**config.mk**
```make
export PLATFORM = sky130hd
export DESIGN_NAME = hkv_front_flat
export DESIGN_NICKNAME = d
export VERILOG_FILES = /design/src/hkv_pkg.sv /design/src/hkv_if.sv /design/src/hkv_front.sv /design/src/flat_wrapper.sv
export SDC_FILE = /design/constraint.sdc
export NUM_CORES = 1
export LEC_CHECK = 0
export BUFFER_PORTS_ARGS = -buffer_cell sky130_fd_sc_hd__buf_2
export CORE_MARGIN = 4
export CORE_UTILIZATION = 36
export DETAILED_ROUTE_END_ITERATION = 8
export HOLD_SLACK_MARGIN = 0.05
export PLACE_DENSITY = 0.74
export SETUP_SLACK_MARGIN = 0.15
export SYNTH_ARGS = -nofsm -noshare
export SYNTH_HDL_FRONTEND = slang
export SYNTH_SLANG_ARGS = --single-unit
export TNS_END_PERCENT = 10
```
**constraint.sdc**
```tcl
create_clock -name clk_i -period 2.6 [get_ports clk_i]
set_input_delay 0.13 -clock clk_i [delete_from_list [all_inputs] [get_ports clk_i]]
set_output_delay 0.13 -clock clk_i [all_outputs]
set_load 0.05 [all_outputs]
```
**src/hkv_pkg.sv**
```systemverilog
`timescale 1ns / 1ps
package hkv_pkg;

  // Field widths
  localparam int KEY_W    = 37;
  localparam int STATUS_W = 2;

  // Table shape defaults
  localparam int DEF_BUCKETS = 256;
  localparam int DEF_WAYS    = 4;

  // Bucket reduction: key bits folded into the remainder per cycle
  localparam int HASH_BITS = 4;
  localparam int KEY_PAD   = ((KEY_W + HASH_BITS - 1) / HASH_BITS) * HASH_BITS;

  // Depth of the queue between front and back
  localparam int QUEUE_DEPTH = 2;

  typedef enum logic {
    CMD_INSERT = 1'b0,
    CMD_LOOKUP = 1'b1
  } cmd_e;

  typedef enum logic [STATUS_W-1:0] {
    STATUS_OK   = 2'd0,
    STATUS_MISS = 2'd1,
    STATUS_FULL = 2'd2
  } status_e;

  // One way of a bucket as held in the row memory
  typedef struct packed {
    logic             valid;
    logic [KEY_W-1:0] key;
    logic             value;
  } entry_t;

  // One request as it travels from front to back
  typedef struct packed {
    logic             cmd;
    logic [KEY_W-1:0] key;
    logic             value;
  } job_t;

  localparam int ENTRY_W = $bits(entry_t);
  localparam int JOB_W   = $bits(job_t);

endpackage

```
**src/hkv_if.sv**
```systemverilog
`timescale 1ns / 1ps
// Request channel
interface hkv_req_if import hkv_pkg::*; ();
  logic             valid;
  logic             ready;
  logic             cmd;
  logic [KEY_W-1:0] hand_key;
  logic             new_value;

  modport source (output valid, cmd, hand_key, new_value, input ready);
  modport sink   (input valid, cmd, hand_key, new_value, output ready);
endinterface


```
**src/hkv_front.sv**
```systemverilog
`timescale 1ns / 1ps
module hkv_front import hkv_pkg::*; #(
  parameter int BUCKETS = DEF_BUCKETS,
  parameter int IDX_W   = (BUCKETS > 1) ? $clog2(BUCKETS) : 1
) (
  input  logic                   clk_i,
  input  logic                   rst_ni,
  input  logic                   en_i,
  hkv_req_if.sink                req_i,
  input  logic                   q_ready_i,
  output logic                   q_valid_o,
  output logic [IDX_W+JOB_W-1:0] q_data_o
);

  localparam bit POW2   = ((BUCKETS & (BUCKETS - 1)) == 0);
  localparam int NSTEPS = POW2 ? 1 : KEY_PAD / HASH_BITS;
  localparam int CNT_W  = (NSTEPS > 1) ? $clog2(NSTEPS) : 1;

  logic             busy_q;
  logic [CNT_W-1:0] cnt_q;
  job_t             job_q;
  logic [IDX_W-1:0] bucket;
  logic             last, push, accept;

  assign last        = (cnt_q == CNT_W'(NSTEPS - 1));
  assign push        = busy_q && last && q_ready_i;
  assign req_i.ready = en_i && (!busy_q || push);
  assign accept      = req_i.valid && req_i.ready;

  assign q_valid_o = busy_q && last;
  assign q_data_o  = {bucket, job_q};

  // Sequencing of the bucket reduction
  always_ff @(posedge clk_i or negedge rst_ni) begin
    if (!rst_ni) begin
      busy_q <= 1'b0;
      cnt_q  <= '0;
    end else if (accept) begin
      busy_q <= 1'b1;
      cnt_q  <= '0;
    end else if (push) begin
      busy_q <= 1'b0;
    end else if (busy_q && !last) begin
      cnt_q <= cnt_q + 1'b1;
    end
  end

  always_ff @(posedge clk_i) begin
    if (accept) begin
      job_q <= '{cmd: req_i.cmd, key: req_i.hand_key, value: req_i.new_value};
    end
  end

  if (POW2) begin : g_mask
    // Power-of-two bucket count: the bucket is the low key bits
    assign bucket = IDX_W'(job_q.key & KEY_W'(BUCKETS - 1));
  end else begin : g_reduce
    // Remainder built MSB first, HASH_BITS key bits per cycle
    logic [KEY_PAD-1:0] sh_q;
    logic [IDX_W-1:0]   rem_q, rem_nxt;

    always_comb begin
      logic [IDX_W:0] acc;
      rem_nxt = rem_q;
      for (int i = 0; i < HASH_BITS; i++) begin
        acc = {rem_nxt, sh_q[KEY_PAD-1-i]};
        if (acc >= (IDX_W+1)'(BUCKETS)) begin
          acc = acc - (IDX_W+1)'(BUCKETS);
        end
        rem_nxt = acc[IDX_W-1:0];
      end
    end

    always_ff @(posedge clk_i) begin
      if (accept) begin
        sh_q  <= KEY_PAD'(req_i.hand_key);
        rem_q <= '0;
      end else if (busy_q && !last) begin
        sh_q  <= sh_q << HASH_BITS;
        rem_q <= rem_nxt;
      end
    end

    assign bucket = rem_nxt;
  end

endmodule

```
**src/flat_wrapper.sv**
```systemverilog
// flat-port wrapper written by rule: the top's interface ports become plain ports
module hkv_front_flat import hkv_pkg::*;
#(
  parameter int BUCKETS = DEF_BUCKETS,
  parameter int IDX_W   = (BUCKETS > 1) ? $clog2(BUCKETS) : 1
)
  (clk_i, rst_ni, en_i, q_ready_i, q_valid_o, q_data_o, req_i_valid, req_i_cmd, req_i_hand_key, req_i_new_value, req_i_ready);
  hkv_req_if req_i_i ();
  input  logic clk_i;
  input  logic rst_ni;
  input  logic en_i;
  input  logic q_ready_i;
  output logic q_valid_o;
  output logic [IDX_W+JOB_W-1:0] q_data_o;
  input wire logic [$bits(req_i_i.valid)-1:0] req_i_valid;
  input wire logic [$bits(req_i_i.cmd)-1:0] req_i_cmd;
  input wire logic [$bits(req_i_i.hand_key)-1:0] req_i_hand_key;
  input wire logic [$bits(req_i_i.new_value)-1:0] req_i_new_value;
  output wire logic [$bits(req_i_i.ready)-1:0] req_i_ready;
  assign req_i_i.valid = req_i_valid;
  assign req_i_i.cmd = req_i_cmd;
  assign req_i_i.hand_key = req_i_hand_key;
  assign req_i_i.new_value = req_i_new_value;
  assign req_i_ready = req_i_i.ready;
  hkv_front #(.BUCKETS(BUCKETS), .IDX_W(IDX_W)) u_core (.clk_i(clk_i), .rst_ni(rst_ni), .en_i(en_i), .req_i(req_i_i), .q_ready_i(q_ready_i), .q_valid_o(q_valid_o), .q_data_o(q_data_o));
endmodule
```
Yosys cells after proc, flatten, opt, wreduce, memory -nomap -nowiden
Cells that the tools add are included.
- $add $sub $neg: 1
- eq/ne operators: 1
- mux-type cells: 5
- bitwise gates (word level): 1
- reduce and logical (&&, ||, !) cells: 10
- operators with widths (cell ; count):
    $logic_and A1 B1 Y1 ; 5
    $mux W1 ; 5
    $reduce_bool A2 Y1 ; 2
    $ne A2 B2 Y1 const B ; 1
    $reduce_and A2 Y1 ; 1
    $add A1 B1 Y1 const B ; 1
    $logic_not A1 Y1 ; 1
    $logic_or A1 B1 Y1 ; 1
    $not A1 Y1 ; 1
- bits in registers: 41
- input bits: 44
- output and inout port bits: 49
- logic and storage cells: 23

Longest topological paths before layout
- depth after elaboration: 8
- mapped depth: 2
- depth with buffers taken out: 2

Least setup slack after synthesis
OpenSTA, ideal clock, no wires.
- kind: flip-flop to flip-flop
- from: register u_core.cnt_q
- to: register u_core.job_q (netlist bit u_core.q_data_o[0]) (enable)
- library setup time: 0.448 ns
- arrival time: 2.454 ns
- required time: 2.152 ns
- path slack: -0.303 ns
- stages on the path, launching flop included: 3
- buffers on the path: 0
- clock period less this slack: 2.903 ns
- cells stage by stage: dfrtp_1 nand2b_4 a21oi_1
- longest elaborated chain between the ends: 6
- RTL lines (element ; line ; source):
    start: declaration ; hkv_front.sv:20 ; logic [CNT_W-1:0] cnt_q;
    start signal: assignment ; hkv_front.sv:44 ; cnt_q <= cnt_q + 1'b1;
    $not A1 Y1 ; hkv_front.sv:25 ; assign last = (cnt_q == CNT_W'(NSTEPS - 1));
    $logic_and A1 B1 Y1 (2 in a row) ; hkv_front.sv:26 ; assign push = busy_q && last && q_ready_i;
    $logic_or A1 B1 Y1 ; hkv_front.sv:27 ; assign req_i.ready = en_i && (!busy_q || push);
    $logic_and A1 B1 Y1 ; hkv_front.sv:27 ;
    $logic_and A1 B1 Y1 ; hkv_front.sv:28 ; assign accept = req_i.valid && req_i.ready;
    net u_core.accept ; hkv_front.sv:23 ; logic last, push, accept;
    end signal: assignment ; hkv_front.sv:50 ; job_q <= '{cmd: req_i.cmd, key: req_i.hand_key, value: req_i.new_value};
    end: declaration ; hkv_front.sv:21 ; job_t job_q;
The timed path passes the listed nets, and every way through them passes these cells.
A chain may end at the register's enable or synchronous reset.

Final worst setup path
- from: register u_core.cnt_q
- to: register u_core.job_q (netlist bit u_core.q_data_o[38]) (enable)
Same word-level chain as after synthesis.

==> Implementation_results.wiki <==
{| class="wikitable"
! Metric !! Value
|-
| Sequential element share of the synthesized area || approximately nine tenths
|-
| Final Util || between 60% and 70%
|-
| Initial standard-cell utilization of the core || 38.5%
|-
| Kind of start point of the critical path || flop
|-
| Distinct cells, synth || 10
|-
| Max-capacitance violation count || 0
|-
| Worst-Skew Late Latency || 0.28 ns
|-
| DP HPWL || ~2100 um
|-
| Total power density per cell area || about 640 nW/um^2
|-
| Endpoint kind of the worst setup timing path || flop
|-
| Final count of hold timing violations || 0
|-
| Synthesized netlist net count || 100
|-
| Required time of the worst setup path || approximately 2.6 ns
|-
| Maximum number of pins on one net before global-route repair || 21
|-
| Part of the cycle the worst path needs || about 64%
|-
| Setup Total Neg Slack || 0 ns
|-
| Class of the tightest hold or removal check || in -> reg
|-
| Fin. max-slew vios || 0
|-
| Number of global-route vias before repair || around 1100
|-
| Area growth from synthesis to layout || 74.9%
|-
| Worst ir drop on vdd || about 0.00032 V
|-
| Area inside the core boundary || about 3500 sq um
|-
| Quantity of gates resized following cts || 0
|-
| Number of nets at the end of the flow || approximately 230
|-
| Cell Int Power || 1130 uW
|-
| Num CTS Buffers || 5
|-
| Crit path from || u_core.cnt_q
|-
| Average wire per standard cell || ~16 um
|-
| Portion of total power attributed to the clock network || between 30 and 40%
|-
| Sw power || about 370 uW
|-
| Crit path setup slack, layout || 0.944 ns
|-
| Setup WS pre-CTS || around 0.95 ns
|-
| Post-synthesis xor/xnor area fraction || 0%
|-
| Largest fanout of any net on the critical path || 20
|-
| Compound-cell area share of the yosys netlist || approximately 1.6%
|-
| Routability Congestion || a little over 0.6
|-
| Initial DRT Pass Iterations || 4
|-
| Combinational group share of total power || 16.7%
|-
| Setup repair after global routing missed its margin || no
|-
| End of the worst register-to-register path || u_core.q_data_o[38]
|-
| Syn Area/Cell || between 20 and 25 sq um
|-
| Average via count per standard cell || 4.29
|-
| Setup crit end || u_core.q_data_o[38]
|-
| Yosys synthesis warning count || 0
|-
| TritonCTS clock tree || done
|-
| Worst-Margin Slew || about 0.67 ns
|-
| Antenna violations before repair || 0
|-
| Number of antenna diodes || 0
|-
| Drc violations || 0
|-
| Number of buffers on the longest clock path || 2
|-
| Total congestion overflow after global routing || 0
|-
| Std-Cell Rows || 21
|-
| Flops & latches, synth || 41
|-
| Maximum clock rate || around 0.60 GHz
|-
| Register-to-register path setup slack || roughly 0.94 ns
|-
| Placed cell count || approximately 190
|-
| Initial drt markers || 48
|-
| Total number of vias || just over 1000
|-
| Reg2reg path depth || 3
|-
| Rel. slew slack || a little under three fifths
|-
| Main combinational cell family by area after synthesis || buffers and inverters
|-
| Launch point of the worst reg-to-reg path || u_core.cnt_q
|-
| H-tree levels || 2
|-
| Area enclosed by the die boundary || 4750 sq um
|-
| Finished layout cell area || between 2000 and 2500 sq um
|-
| Wire length of the first global-routing pass || 4970 um
|-
| CP arrival || approximately 1.7 ns
|-
| Final setup violation count || 0
|-
| Multiplexer share of the synthesized area || 0%
|-
| IO buf count || between 90 and 100
|-
| Routed wire length || 3680 um
|-
| Outcome || finished, final reports clean
|-
| Antenna-violating nets left || 0
|-
| Switching power share of the total || between 20% and 30%
|-
| Kind of critical path || reg -> reg
|-
| Clk Tree Root Cell || sky130_fd_sc_hd__clkbuf_8
|-
| Fraction of layout cells with a size suffix above 1 || between 50 and 60%
|-
| Number of standard cells in the layout, taps in and fillers out || 235
|-
| Die outline width || 68.9 um
|-
| Placed inst area || about 1800 sq um
|-
| IO Count || between 90 and 100
|-
| Leakage Power || 0.00101 uW
|-
| Relative contribution of sequential cells to total power || roughly half
|-
| Synthesized area || around 1300 sq um
|-
| Clock transition time at the flip-flop clock pins of the worst setup and hold paths || 0.07 ns
|-
| Die extent in y || 68.9 um
|-
| Simple logic cell fraction of the synthesized area || approximately 2.4%
|-
| Worst clock skew on the final layout || 0.00371 ns
|-
| Area share of fa/ha/maj cells after synthesis || 0%
|-
| Fin crit period || approximately 1.7 ns
|-
| Number of standard cells after synthesis || between 50 and 60
|-
| Number of clock sinks seen by CTS || ~40
|-
| Gr usage total || 15.5%
|}
[how the worst min path moves through the flow]
stage	endpoint	start	cells after the start
after global placement	u_core.busy_q	rst_ni	1
final	u_core.busy_q	req_i_valid	2
after global routing	u_core.busy_q	req_i_valid	2
after detailed placement	u_core.busy_q	rst_ni	1
after floorplan	u_core.busy_q	rst_ni	0
after CTS	u_core.busy_q	req_i_valid	2
[stage by stage]
| stage | power [uW] | hold WS (ns) |
|---|---|---|
| 2_1_floorplan | 918 | -0.166 |
| 3_3_place_gp | 977 | -0.0862 |
| 3_5_place_dp | 981 | -0.0825 |
| 4_1_cts | 1510 | 0.0797 |
| 5_1_grt | 1570 | 0.0948 |
| 6_report | 1500 | 0.0897 |
[cell usage in the layout (no fill, tap or decap)]
| cell | n |
|---|---|
| sky130_fd_sc_hd__a21boi_0 | 1 |
| sky130_fd_sc_hd__a21oi_4 | 1 |
| sky130_fd_sc_hd__a22o_1 | 1 |
| sky130_fd_sc_hd__and3b_1 | 1 |
| sky130_fd_sc_hd__buf_12 | 1 |
| sky130_fd_sc_hd__buf_2 | 92 |
| sky130_fd_sc_hd__bufinv_16 | 1 |
| sky130_fd_sc_hd__clkbuf_8 | 5 |
| sky130_fd_sc_hd__clkinv_1 | 1 |
| sky130_fd_sc_hd__clkinvlp_4 | 1 |
| sky130_fd_sc_hd__dfrtp_1 | 2 |
| sky130_fd_sc_hd__dlygate4sd3_1 | 40 |
| sky130_fd_sc_hd__edfxtp_1 | 39 |
| sky130_fd_sc_hd__nand2_1 | 1 |
| sky130_fd_sc_hd__nand2b_4 | 1 |
| sky130_fd_sc_hd__nor2b_1 | 1 |
[final cells by class]
cell class	instances	area [sq um]
Timing Repair Buffer	133	881
Clock buffer	5	68.8
Tap cell	46	57.6
Multi-Input combinational cell	7	65.1
Fill cell	251	1130
Sequential cell	41	1220
Clock inverter	3	41.3
[metal layers]
| metal | wire, um | GRT usage [%] | vias up |
|---|---|---|---|
| met5 | 0 | 0 | - |
| met2 | 2030 | 32.6 | 61 |
| met3 | 402 | 4.70 | 5 |
| met1 | 1210 | 12.3 | 473 |
| met4 | 43 | 7.30 | 0 |
| li1 | - | - | 468 |
[sequential cells by signal, summed over array words and instances, names as in the netlist]
signal / count
u_core.q_data_o: 39
u_core.cnt_q: 1
u_core.busy_q: 1
[power by group through the flow]
stage / sequential [uW] / clock (uW) / combinational, uW
floorplan: 869 / 0 / 48.6
global placement: 778 / 0 / 198
detailed placement: 780 / 0 / 201
CTS: 765 / 498 / 248
global route: 769 / 534 / 262
finish: 766 / 484 / 250
[critical path: stages, from the launching register on]
cell and delay (ns):
sky130_fd_sc_hd__dfrtp_1 0.39, sky130_fd_sc_hd__nand2b_4 0.17, sky130_fd_sc_hd__a21oi_4 0.56, sky130_fd_sc_hd__buf_12 0.24
[cell usage after synthesis]
master                      n  area [sq um]
sky130_fd_sc_hd__edfxtp_1  39          1170
sky130_fd_sc_hd__buf_4      8          60.1
sky130_fd_sc_hd__dfrtp_1    2          50.1
sky130_fd_sc_hd__a21boi_0   1          7.51
sky130_fd_sc_hd__a21oi_1    1          5.00
sky130_fd_sc_hd__a22o_1     1          8.76
sky130_fd_sc_hd__and3b_1    1          8.76
sky130_fd_sc_hd__nand2_1    1          3.75
sky130_fd_sc_hd__nand2b_4   1          13.8
sky130_fd_sc_hd__nor2b_1    1          6.26
[what timing repair did]
item | in CTS | in global routing
buffers inserted | 0 | 0
hold buffers | 40 | 0
setup endpoints to repair | 0 | 0
hold endpoints to repair | 41 | 0
[logic make-up (layout without fill, tap and decap cells)]
group | count (synthesis) | count (layout)
DFF | 41 | 41
buffers and inverters | 8 | 141
and+or+nand+nor | 4 | 4
AOI/OAI and AO/OA | 3 | 3
No activity file was read; power rests on OpenSTA's default activity.
