`src/hkv_fifo.sv`:
```
`timescale 1ns / 1ps
module hkv_fifo #(
  parameter int WIDTH = 8,
  parameter int DEPTH = 2
) (
  input  logic             clk_i,
  input  logic             rst_ni,
  input  logic             push_i,
  input  logic [WIDTH-1:0] wdata_i,
  output logic             full_no,
  input  logic             pop_i,
  output logic             valid_o,
  output logic [WIDTH-1:0] rdata_o
);

  localparam int PTR_W = (DEPTH > 1) ? $clog2(DEPTH) : 1;
  localparam int CNT_W = $clog2(DEPTH + 1);

  logic [WIDTH-1:0] slot_q [DEPTH];
  logic [PTR_W-1:0] wptr_q, wptr_d, rptr_q, rptr_d;
  logic [CNT_W-1:0] cnt_q, cnt_d;
  logic             do_push, do_pop;

  assign full_no = (cnt_q != CNT_W'(DEPTH));
  assign valid_o = (cnt_q != '0);
  assign rdata_o = slot_q[rptr_q];
  assign do_push = push_i && full_no;
  assign do_pop  = pop_i && valid_o;

  // Pointer and fill bookkeeping
  always_comb begin
    wptr_d = wptr_q;
    rptr_d = rptr_q;
    cnt_d  = cnt_q;
    if (do_push) begin
      wptr_d = (wptr_q == PTR_W'(DEPTH - 1)) ? '0 : wptr_q + 1'b1;
    end
    if (do_pop) begin
      rptr_d = (rptr_q == PTR_W'(DEPTH - 1)) ? '0 : rptr_q + 1'b1;
    end
    if (do_push && !do_pop) begin
      cnt_d = cnt_q + 1'b1;
    end else if (do_pop && !do_push) begin
      cnt_d = cnt_q - 1'b1;
    end
  end

  always_ff @(posedge clk_i or negedge rst_ni) begin
    if (!rst_ni) begin
      wptr_q <= '0;
      rptr_q <= '0;
      cnt_q  <= '0;
    end else begin
      wptr_q <= wptr_d;
      rptr_q <= rptr_d;
      cnt_q  <= cnt_d;
    end
  end

  // Storage
  always_ff @(posedge clk_i) begin
    if (do_push) begin
      slot_q[wptr_q] <= wdata_i;
    end
  end

endmodule

```
`config.mk`:
```
export PLATFORM = sky130hd
export DESIGN_NAME = hkv_fifo
export DESIGN_NICKNAME = d
export VERILOG_FILES = /design/src/hkv_fifo.sv
export SDC_FILE = /design/constraint.sdc
export NUM_CORES = 1
export LEC_CHECK = 0
export BUFFER_PORTS_ARGS = -buffer_cell sky130_fd_sc_hd__buf_2
export CORE_MARGIN = 1.5
export CORE_UTILIZATION = 45
export DETAILED_ROUTE_END_ITERATION = 12
export GPL_TIMING_DRIVEN = 0
export PLACE_DENSITY = 0.8
export SYNTH_ARGS = -nofsm -noshare
export SYNTH_HDL_FRONTEND = slang
export SYNTH_SLANG_ARGS = --single-unit
```
`constraint.sdc`:
```
create_clock -name clk_i -period 2.33 [get_ports clk_i]
set_input_delay 0.1165 -clock clk_i [delete_from_list [all_inputs] [get_ports clk_i]]
set_output_delay 0.1165 -clock clk_i [all_outputs]
set_load 0.02 [all_outputs]
```
### Yosys cells after proc, flatten, opt, wreduce, memory -nomap -nowiden

Memories as Yosys holds them, arrays and structs flattened.
Index checks and enable logic that the tools add are counted.

* register bits: 4
* memory bits (writable): 16
* input port bits: 12
* output and inout bits: 10
* logic and storage cells: 23
* memories: 1

Memories
* slot_q: depth 2, width 8, read ports 1, clocked after memory_dff 0, write ports 1, RTL line 19 `logic [WIDTH-1:0] slot_q [DEPTH];`

* add/sub/neg operators: 4
* equality and inequality tests: 1
* mux-type cells: 6
* reductions and logical operators: 8

Operator list (count)
* logical AND 1 bit: 4
* two-way mux 1 bit: 4
* two-way mux 2 bit: 2
* nonzero test 2 bit: 2
* adder 1 bit (second input constant): 2
* adder 2 x 1 -> 2 bit (second input constant): 1
* logical NOT 1 bit: 2
* != test 2 bit (second input constant): 1
* subtractor 2 x 1 -> 2 bit (second input constant): 1

### Longest topological paths before layout

Gate-level depths: netlist of run 1.

* depth in word-level cells: 6
* gate-level depth with buffers: 7
* mapped depth without buffers: 7

### Worst setup path after synthesis of run 1

No wires, ideal clock.

* path kind: register to register
* start point: register cnt_q[0]
* end point: memory slot_q[0][0], enable pin
* setup time: 0.370 ns
* arrival: 1.045 ns
* data required time: 1.960 ns
* path slack: 0.915 ns
* stages on the path, launching flop included: 4
* clock period less this slack: 1.415 ns
* cell sequence: dfrtp_1 nand2b_4 nand2_1 nor2_1

* longest elaborated chain between the ends: 4

RTL lines
* from (decl): RTL line 21 `logic [CNT_W-1:0] cnt_q, cnt_d;`
* from (signal assigned): RTL line 56 `cnt_q <= cnt_d;`
* != test 2 bit: RTL line 24 `assign full_no = (cnt_q != CNT_W'(DEPTH));`
* via full_no: RTL line 10 `output logic full_no,`
* logical AND 1 bit: RTL line 27 `assign do_push = push_i && full_no;`
* two-way mux 1 bit: RTL line 62 `if (do_push) begin`
* two-way mux 1 bit (not written as such): RTL line 63 `slot_q[wptr_q] <= wdata_i;`
* to (decl): RTL line 19

The timed path passes the listed nets, and every way through them passes these cells.

### Final worst setup path of run 1

* start point: register cnt_q[0]
* end point: memory slot_q[0][7], enable pin

* longest elaborated chain between the ends: 4

RTL lines (RTL line)
* != test 2 bit: 24
* logical AND 1 bit: 27
* two-way mux 1 bit: 62
* two-way mux 1 bit (not written as such): 63

Every way passes these cells.

==> results of run 1 <==
==> cells by family (layout without fill, tap and decap cells) <==
logic type	after synthesis	after routing
mux	8	8
fa+ha+maj	1	1
simple gates	7	7
buf+inv	2	34
xor+xnor	5	5
flops	20	20
==> cells in the mapped netlist <==
library cell,instances,area (sq um)
edfxtp_1,16,480
mux2_2,8,90.1
dfrtp_1,4,100
xnor2_1,3,26.3
nor2_1,2,7.51
xor2_1,2,17.5
and3_1,1,6.26
buf_2,1,5.00
ha_1,1,12.5
inv_1,1,3.75
nand2_1,1,3.75
nand2_4,1,11.3
nand2b_4,1,13.8
or2_4,1,8.76
==> layout make-up <==
cell class | count | area, sq um | area share, %
Clock inverter | 1 | 3.75 | 0.372
Sequential cell | 20 | 581 | 57.6
Timing Repair Buffer | 28 | 175 | 17.4
Tap cell | 16 | 20.0 | 1.99
Multi-Input combinational cell | 21 | 198 | 19.6
Clock buffer | 3 | 22.5 | 2.23
Buffer | 1 | 5.00 | 0.496
Inverter | 1 | 3.75 | 0.372
==> state kept, by name (all words and copies together) (netlist names) <==
signal,cells
rptr_q,1
wptr_q,1
slot_q,16
cnt_q,2
==> cells in the final DEF, fill, tap and decap left out, drive strengths merged <==
| cell | n |
|---|---|
| mux2 | 8 |
| ha | 1 |
| or2 | 1 |
| nor2 | 2 |
| clkinv | 1 |
| clkbuf | 3 |
| nand2 | 2 |
| edfxtp | 16 |
| xnor2 | 3 |
| buf | 22 |
| inv | 1 |
| nand2b | 1 |
| dlygate4sd3 | 7 |
| dfrtp | 4 |
| and3 | 1 |
| xor2 | 2 |
==> critical path, stage by stage, from the launching register on <==
cell and delay, ns:
dfrtp_1 0.44, nand2b_4 0.16, nand2_1 0.09, nor2_1 0.52
==> through the flow <==
stage / hold slack [ns] / setup WS [ns] / area, sq um
global route: 0.0000168 / 0.654 / 1010
finish: 0.00480 / 0.768 / 1010
detailed placement: -0.0752 / 0.754 / 912
CTS: 0.000773 / 0.743 / 998
global placement: -0.0787 / 0.755 / 912
floorplan: -0.179 / 0.915 / 787
==> how the worst max path moves through the flow <==
stage	start	slack [ns]	to
detailed placement	cnt_q[0]	0.75	slot_q[0][3]
global route	cnt_q[0]	0.65	slot_q[0][5]
global placement	cnt_q[0]	0.75	slot_q[0][3]
finish	cnt_q[0]	0.77	slot_q[0][7]
CTS	cnt_q[0]	0.74	slot_q[0][3]
floorplan	cnt_q[0]	0.91	slot_q[0][0]
==> per-layer routing <==
layer	vias up	wire (um)	global-route usage [%]
li1	218	-	-
met5	-	0	0
met2	15	580	21.7
met1	205	466	14.3
met3	4	51	3.60
met4	0	55	14.1
==> power by group through the flow <==
stage | registers [mW] | clock network [mW] | logic (mW)
after detailed placement | 0.554 | 0 | 0.492
final | 0.547 | 0.161 | 0.495
after global placement | 0.550 | 0 | 0.483
after floorplan | 0.544 | 0 | 0.373
after global routing | 0.556 | 0.177 | 0.540
after CTS | 0.547 | 0.164 | 0.504
==> flow_summary_export.csv, run 1 <==
group,metric,value,unit
logic_synthesis,synth.distinct_cells,14,
clock_tree,numCtsBuffers,3,
detailed_routing,routed_via_density,4.86,
detailed_routing,drcViolationCount,0,
detailed_routing,via_count,442,
clock_tree,postCtsSetupBuffers,0,
logic_synthesis,synthAdderAreaFrac,1.59,%
power,p_clk_share,13.4,%
critical_path,ff2ff_setup_slack,0.77,ns
logic_synthesis,yosysSeqAreaShare,73.8,%
detailed_routing,drt_wl_total,1150,um
critical_path,cp.required,2.27,ns
detailed_routing,drt-initial-drc-count,4,
timing,hold_viol,0,
min_path,hold_path.class,"input pin to flop",
critical_path,worstPathArrival,1.50,ns
timing,setup_tns,0,ns
power,combPwrFrac,41.1,%
min_path,whs_endpoint,"slot_q[1][4]",
logic_synthesis,synth.avg_cell_area,18.3,sq um
floorplan,dieArea,2010,sq um
floorplan,core,1580,sq um
placed_design,dpl.cell_count,80,
logic_synthesis,syn_nets,56,
floorplan,initial_core_util,49.9,%
power,p_int,0.786,mW
clock_tree,post_cts_hold_buffer_count,6,
critical_path,worstReg2RegEnd,"slot_q[0][7]",
critical_path,cp-start-kind,"flop",
power,switching_share,34.6,%
logic_synthesis,synthMuxAreaShare,11.4,%
critical_path,r2r_cells,3,
logic_synthesis,yosys.area_share.simple,6.52,%
logic_synthesis,synth_compound_area_share,0,%
detailed_routing,dr.pass1.iters,3,
grt,grt_max_degree,12,
timing,period_share,67.1,%
logic_synthesis,synth_top_family_by_area,"multiplexers",
grt,antenna_found_initial,0,
power,cellLeakagePower,0.417,nW
min_path,whs_path_depth,1,
grt,grt_pass1_vias,424,
detailed_routing,detail-route-antenna-nets,0,
finish,fill_cells,121,
timing,maxSlewHeadroom,56.3,%
placed_design,gp_congestion,0.698,
finish,fin_cells,91,
grt,grt_pass1_wl,1750,um
finish,drive_gt1_share,48.0,%
timing,fin_crit,1.56,ns
finish,n_antenna_cell,0,
timing,slew_violations,0,
logic_synthesis,ys_seq_elements,20,
timing,clock_skew,0.00563,ns
clock_tree,max-clock-path-buffers,2,
timing,worstMarginPinSlew,0.653,ns
logic_synthesis,syn_inst,43,
timing,finalSetupViolCount,0,
critical_path,r2r_start,"cnt_q[0]",
floorplan,die_w,44.8,um
floorplan,die_height,44.8,um
grt,track_usage,13.7,%
timing,rsz0062_at_grt,"false",
min_path,min_from,"wdata_i[4]",
finish,nNetsFinal,89,
timing,clock.fmax,640,MHz
clock_tree,clkTransAtPathRegs,0.10,ns
power,p_switching,0.416,mW
power,powerDensity,1190,nW/um^2
clock_tree,htreeDepth,1,
clock_tree,cts_tree,"yes",
critical_path,cp-end-kind,"flop",
clock_tree,clock_latency,0.30,ns
run,maxCapViolations,0,
power,irDropWorstVdd,0.000709,V
status,outcome,"finished clean",
critical_path,critPathKind,"flop to flop",
power,p_total,1.20,mW
power,seqPwrFrac,45.5,%
floorplan,io_pins,22,
clock_tree,cts_root_buf,"clkbuf_4",
placed_design,numPortBuffers,21,
clock_tree,cts-resized-gates,0,
critical_path,path_max_fanout,8,
logic_synthesis,ys_warn_count,0,
logic_synthesis,synth_area,787,sq um
finish,area_delta_synth_final,28.1,%
floorplan,rows,14,
grt,grt-ovfl-total,0,
clock_tree,clkSinkCount,20,
detailed_routing,routedWlPerCell,12.7,um
finish,fin_util,64.0,%
logic_synthesis,synth_xor_area_share,5.56,%
placed_design,dpl.hpwl,775,um
Power figures use the tool's default switching activity.
==> run 2, diff against run 1 <==
Settings changed: CORE_UTILIZATION 45 to 44, PLACE_DENSITY 0.8 to 0.82.
Clock period 2.33 ns to 1.3 ns, I/O delays scaled along.
==> flow_summary_export.csv, run 2 (same netlist as run 1, synthesis figures left out) <==
group,metric,value,unit
status,outcome,"finished, violations left",
status,violations,"setup timing",
grt,grt_pass1_vias,515,
critical_path,crit_chain,"buf_6, mux2_4, buf_6",
floorplan,die_height,45.3,um
floorplan,rows,15,
grt,track_usage,14.4,%
placed_design,dpl.hpwl,791,um
detailed_routing,routed_via_density,4.53,
detailed_routing,drt_wl_total,1440,um
min_path,hold_path.class,"input pin to flop",
finish,area_delta_synth_final,60.3,%
finish,final_common_cell,"edfxtp_1",
critical_path,cp.required,1.24,ns
power,p_int,2.04,mW
floorplan,dieArea,2050,sq um
detailed_routing,drcViolationCount,0,
clock_tree,clkSinkCount,20,
power,p_total,2.94,mW
clock_tree,max-clock-path-buffers,2,
floorplan,die_w,45.3,um
finish,top_regs,"slot_q x16, cnt_q x2",
detailed_routing,routedWlPerCell,13.1,um
floorplan,core,1710,sq um
timing,clock.fmax,743,MHz
finish,largest-register,"slot_q",
finish,largest_reg_flops,16,
timing,rsz0062_at_grt,"true",
critical_path,cpMostUsedCell,"buf_6",
finish,drive_gt1_share,58.8,%
timing,maxSlewHeadroom,82.4,%
critical_path,cpLargestDelayFamily,"flip-flops",
clock_tree,cts_root_buf,"clkbuf_4",
power,combPwrFrac,49.7,%
finish,n_antenna_cell,0,
critical_path,worstPathArrival,1.28,ns
grt,antenna_found_initial,0,
timing,clock_skew,0.00812,ns
detailed_routing,dr.pass1.iters,4,
critical_path,cp-start-kind,"flop",
timing,fin_crit,1.35,ns
timing,slew_violations,0,
critical_path,ff2ff_setup_slack,-0.04,ns
detailed_routing,dr_wl_met2,820,um
detailed_routing,met3_length,56,um
detailed_routing,via_count,498,
run,maxCapViolations,0,
power,seqPwrFrac,33.6,%
clock_tree,numCtsBuffers,3,
critical_path,slowest_delay,0.41,ns
detailed_routing,highest_layer,"met3",
critical_path,critPathBufInv,2,
grt,grt_max_degree,13,
floorplan,io_pins,22,
critical_path,critical_path.slowest_cell,"dfrtp_1",
finish,final_cell_mix,"edfxtp_1, buf_2, buf_6, dlygate4sd3_1, mux2_4",
grt,grt-ovfl-total,0,
floorplan,initial_core_util,46.1,%
timing,fin_ws,-0.0455,ns
detailed_routing,drt-initial-drc-count,4,
power,p_switching,0.905,mW
detailed_routing,detail-route-antenna-nets,0,
critical_path,path_max_fanout,5,
power,irDropWorstVdd,0.00126,V
power,p_clk_share,16.7,%
timing,worstMarginPinSlew,0.264,ns
placed_design,gp_congestion,0.609,
detailed_routing,met1_length,560,um
placed_design,numPortBuffers,21,
critical_path,critPathKind,"flop to output pin",
grt,grt_pass1_wl,2010,um
power,switching_share,30.8,%
clock_tree,clock_latency,0.29,ns
finish,fin_util,73.8,%
clock_tree,clkTransAtPathRegs,0.10,ns
clock_tree,cts_tree,"yes",
power,powerDensity,2330,nW/um^2
power,cellLeakagePower,0.539,nW
finish,fill_cells,115,
critical_path,cp-end-kind,"output pin",
finish,nNetsFinal,99,
timing,hold_viol,0,
clock_tree,htreeDepth,1,
timing,period_share,104,%
timing,finalSetupViolCount,17,
==> run 2: cell types whose count changed in the layout (fill, tap and decap cells not counted), sizes merged <==
cell | before | now
buf | 22 | 30
dlygate4sd3 | 7 | 9
bufinv | 0 | 1
clkinv | 1 | 0
==> run 2: power groups by stage <==
stage | registers [mW] | logic, mW | clock network [mW]
4_1_cts | 0.969 | 1.13 | 0.503
3_3_place_gp | 0.983 | 0.880 | 0
2_1_floorplan | 0.977 | 0.677 | 0
6_report | 0.989 | 1.46 | 0.490
3_5_place_dp | 0.996 | 0.892 | 0
5_1_grt | 1.01 | 1.55 | 0.523
==> run 2: area by class of cell <==
class                      count  area [sq um]  share of cell area, %
buffer                         1          11.3                  0.893
clock buffer                   3          22.5                   1.79
clock inverter                 1          30.0                   2.38
inverter                       1          3.75                  0.298
multi-input combinational     21           256                   20.3
sequential                    20           581                   46.0
tap                           25          31.3                   2.48
timing repair buffer          38           325                   25.8
==> run 2: layer usage <==
layer,vias up,GRT usage (%)
li1,242,-
met1,242,13.9
met2,14,28.0
met3,0,4.40
met4,0,5.29
met5,-,0
==> run 2: worst paths after layout <==
kind,cells after the start,endpoint,from
min in group asynchronous,2,wptr_q,rst_ni
worst min register to register,1,wptr_q,wptr_q
worst max register to register,8,cnt_q[1],cnt_q[1]
worst max-delay path,3,rdata_o[1],rptr_q
max in group asynchronous,2,rptr_q,rst_ni
worst min-delay path,3,rptr_q,pop_i
==> run 2: repair_timing <==
action	4_1_cts	5_1_grt
pin swaps	6	2
setup endpoints to repair	25	17
buffers inserted	5	2
cloned	0	1
hold buffers	9	0
hold endpoints to repair	20	0
resized for setup	8	27
==> run 2: through the flow <==
stage               instance area (sq um)  setup TNS (ns)  setup WS [ns]  instances  hold WS (ns)
finish                               1260          -0.556        -0.0455        110        0.0611
global route                         1260           -1.43         -0.105        110        0.0581
CTS                                  1150          -0.629        -0.0535        107        0.0478
detailed placement                    928          -0.806         -0.100         89        -0.122
global placement                      928          -0.344        -0.0738         89        -0.126
floorplan                             792         -0.0706        -0.0706         43        -0.231
==> run 2: worst min-delay path, delay by kind of cell <==
family | cells | cell delay [ns]
AND/OR/NAND/NOR | 1 | 0.08
buffers and inverters | 1 | 0.12
XOR/XNOR | 1 | 0.06
==> run 3, diff against run 2 <==
==> constraint.sdc (replaced) <==
create_clock -name clk_i -period 1.3 [get_ports clk_i]
set_input_delay 0.195 -clock clk_i [delete_from_list [all_inputs] [get_ports clk_i]]
set_output_delay 0.195 -clock clk_i [all_outputs]
set_load 0.02 [all_outputs]
==> flow_summary_export.csv, run 3 (same netlist as run 1, synthesis figures left out) <==
group,metric,value,unit
timing,setup_tns,-1.40,ns
timing,fin_crit,1.47,ns
detailed_routing,drt-initial-drc-count,1,
finish,area_delta_synth_final,50.9,%
clock_tree,htreeDepth,1,
finish,nNetsFinal,92,
floorplan,die_w,45.3,um
floorplan,core,1710,sq um
critical_path,cp-start-kind,"flop",
power,powerDensity,2470,nW/um^2
finish,n_antenna_cell,0,
finish,final_common_cell,"edfxtp_1",
finish,final_cell_mix,"edfxtp_1, buf_6, buf_2, mux2_4, buf_4",
timing,hold_viol,0,
placed_design,numPortBuffers,21,
detailed_routing,via_count,466,
detailed_routing,routedWlPerCell,12.7,um
grt,grt_pass1_wl,1810,um
clock_tree,numCtsBuffers,3,
power,p_total,2.94,mW
finish,drive_gt1_share,65.4,%
floorplan,initial_core_util,46.1,%
timing,period_share,113,%
timing,fin_ws,-0.174,ns
critical_path,path_max_fanout,5,
critical_path,cp.required,1.11,ns
critical_path,cp-end-kind,"output pin",
critical_path,critPathKind,"flop to output pin",
detailed_routing,dr.pass1.iters,3,
floorplan,io_pins,22,
finish,top_regs,"slot_q x16, cnt_q x2",
critical_path,worstPathArrival,1.28,ns
grt,antenna_found_initial,0,
clock_tree,cts_root_buf,"clkbuf_4",
detailed_routing,drcViolationCount,0,
grt,grt_pass1_vias,443,
placed_design,gp_congestion,0.609,
timing,worstMarginPinSlew,0.254,ns
clock_tree,cts_tree,"yes",
finish,largest_reg_flops,16,
timing,clock_skew,0.00567,ns
status,outcome,"finished, violations left",
placed_design,place_area,928,sq um
detailed_routing,drt_wl_total,1310,um
clock_tree,clkTransAtPathRegs,0.11,ns
detailed_routing,routed_via_density,4.52,
timing,finalSetupViolCount,10,
floorplan,die_height,45.3,um
grt,grt-ovfl-total,0,
clock_tree,max-clock-path-buffers,2,
finish,largest-register,"slot_q",
power,cellLeakagePower,0.509,nW
run,maxCapViolations,0,
timing,clock.fmax,678,MHz
floorplan,rows,15,
clock_tree,clock_latency,0.29,ns
grt,grt_max_degree,13,
timing,maxSlewHeadroom,83.1,%
grt,track_usage,13.1,%
status,violations,"setup timing",
placed_design,preCtsSetupSlack,-0.100,ns
floorplan,dieArea,2050,sq um
timing,rsz0062_at_grt,"true",
detailed_routing,detail-route-antenna-nets,0,
finish,finalInstanceArea,1190,sq um
clock_tree,clkSinkCount,20,
min_path,hold_path.class,"input pin to flop",
placed_design,dpl.hpwl,791,um
power,irDropWorstVdd,0.00143,V
timing,slew_violations,0,
timing,hold-worst-slack,0.0840,ns
-- run 3: changes by cell type in the layout (fill, tap and decap cells not counted), sizes merged --
cell / change
dlygate4sd3: -8
buf: +1
-- run 3: repair_timing --
action / in CTS / in global routing
endpoints found under the setup margin: 26 / 11
resized for setup: 10 / 29
hold endpoints to repair: 4 / 0
pin swaps: 6 / 4
cloned: 0 / 1
hold buffers: 1 / 0
setup buffers: 6 / 2
-- run 3: cell type report --
type	count	area [sq um]
Timing Repair Buffer	31	249
Tap cell	25	31.3
Multi-Input combinational cell	21	256
Inverter	1	6.26
Buffer	1	11.3
Clock inverter	1	30.0
Sequential cell	20	581
Clock buffer	3	22.5
Fill cell	125	520
-- run 3: final timing paths --
check	startpoint	to	slack, ns	cells after the start
setup reg to reg	cnt_q[1]	cnt_q[1]	-0.05	8
hold / removal	wdata_i[2]	slot_q[0][2]	0.08	1
hold reg to reg	wptr_q	wptr_q	0.55	1
max in group asynchronous	rst_ni	cnt_q[0]	0.95	2
min in group asynchronous	rst_ni	wptr_q	0.22	2
setup / recovery	rptr_q	rdata_o[0]	-0.17	3
-- run 3: worst max-delay path, stage by stage, from the launching register on --
cell and delay (ns):
dfrtp_1 0.41, buf_6 0.15, mux2_4 0.30, buf_6 0.13
-- run 3: report_power, final --
group | internal, mW | total, mW | leakage (nW) | switching, mW
registers | 0.896 | 0.984 | 0.195 | 0.0877
logic | 0.833 | 1.47 | 0.286 | 0.635
clock network | 0.311 | 0.487 | 0.0279 | 0.176
-- run 3: routing by layer --
metal	GRT usage [%]	vias up	share of wire [%]
met4	5.29	0	0
li1	-	225	-
met1	13.7	225	38
met3	4.80	0	5.9
met5	0	-	0
met2	23.4	16	56
-- run 3: stage by stage --
stage	utilization (%)	cells
2_1_floorplan	-	43
3_3_place_gp	54.4	89
3_5_place_dp	54.4	89
4_1_cts	62.8	100
5_1_grt	69.5	103
6_report	69.5	103
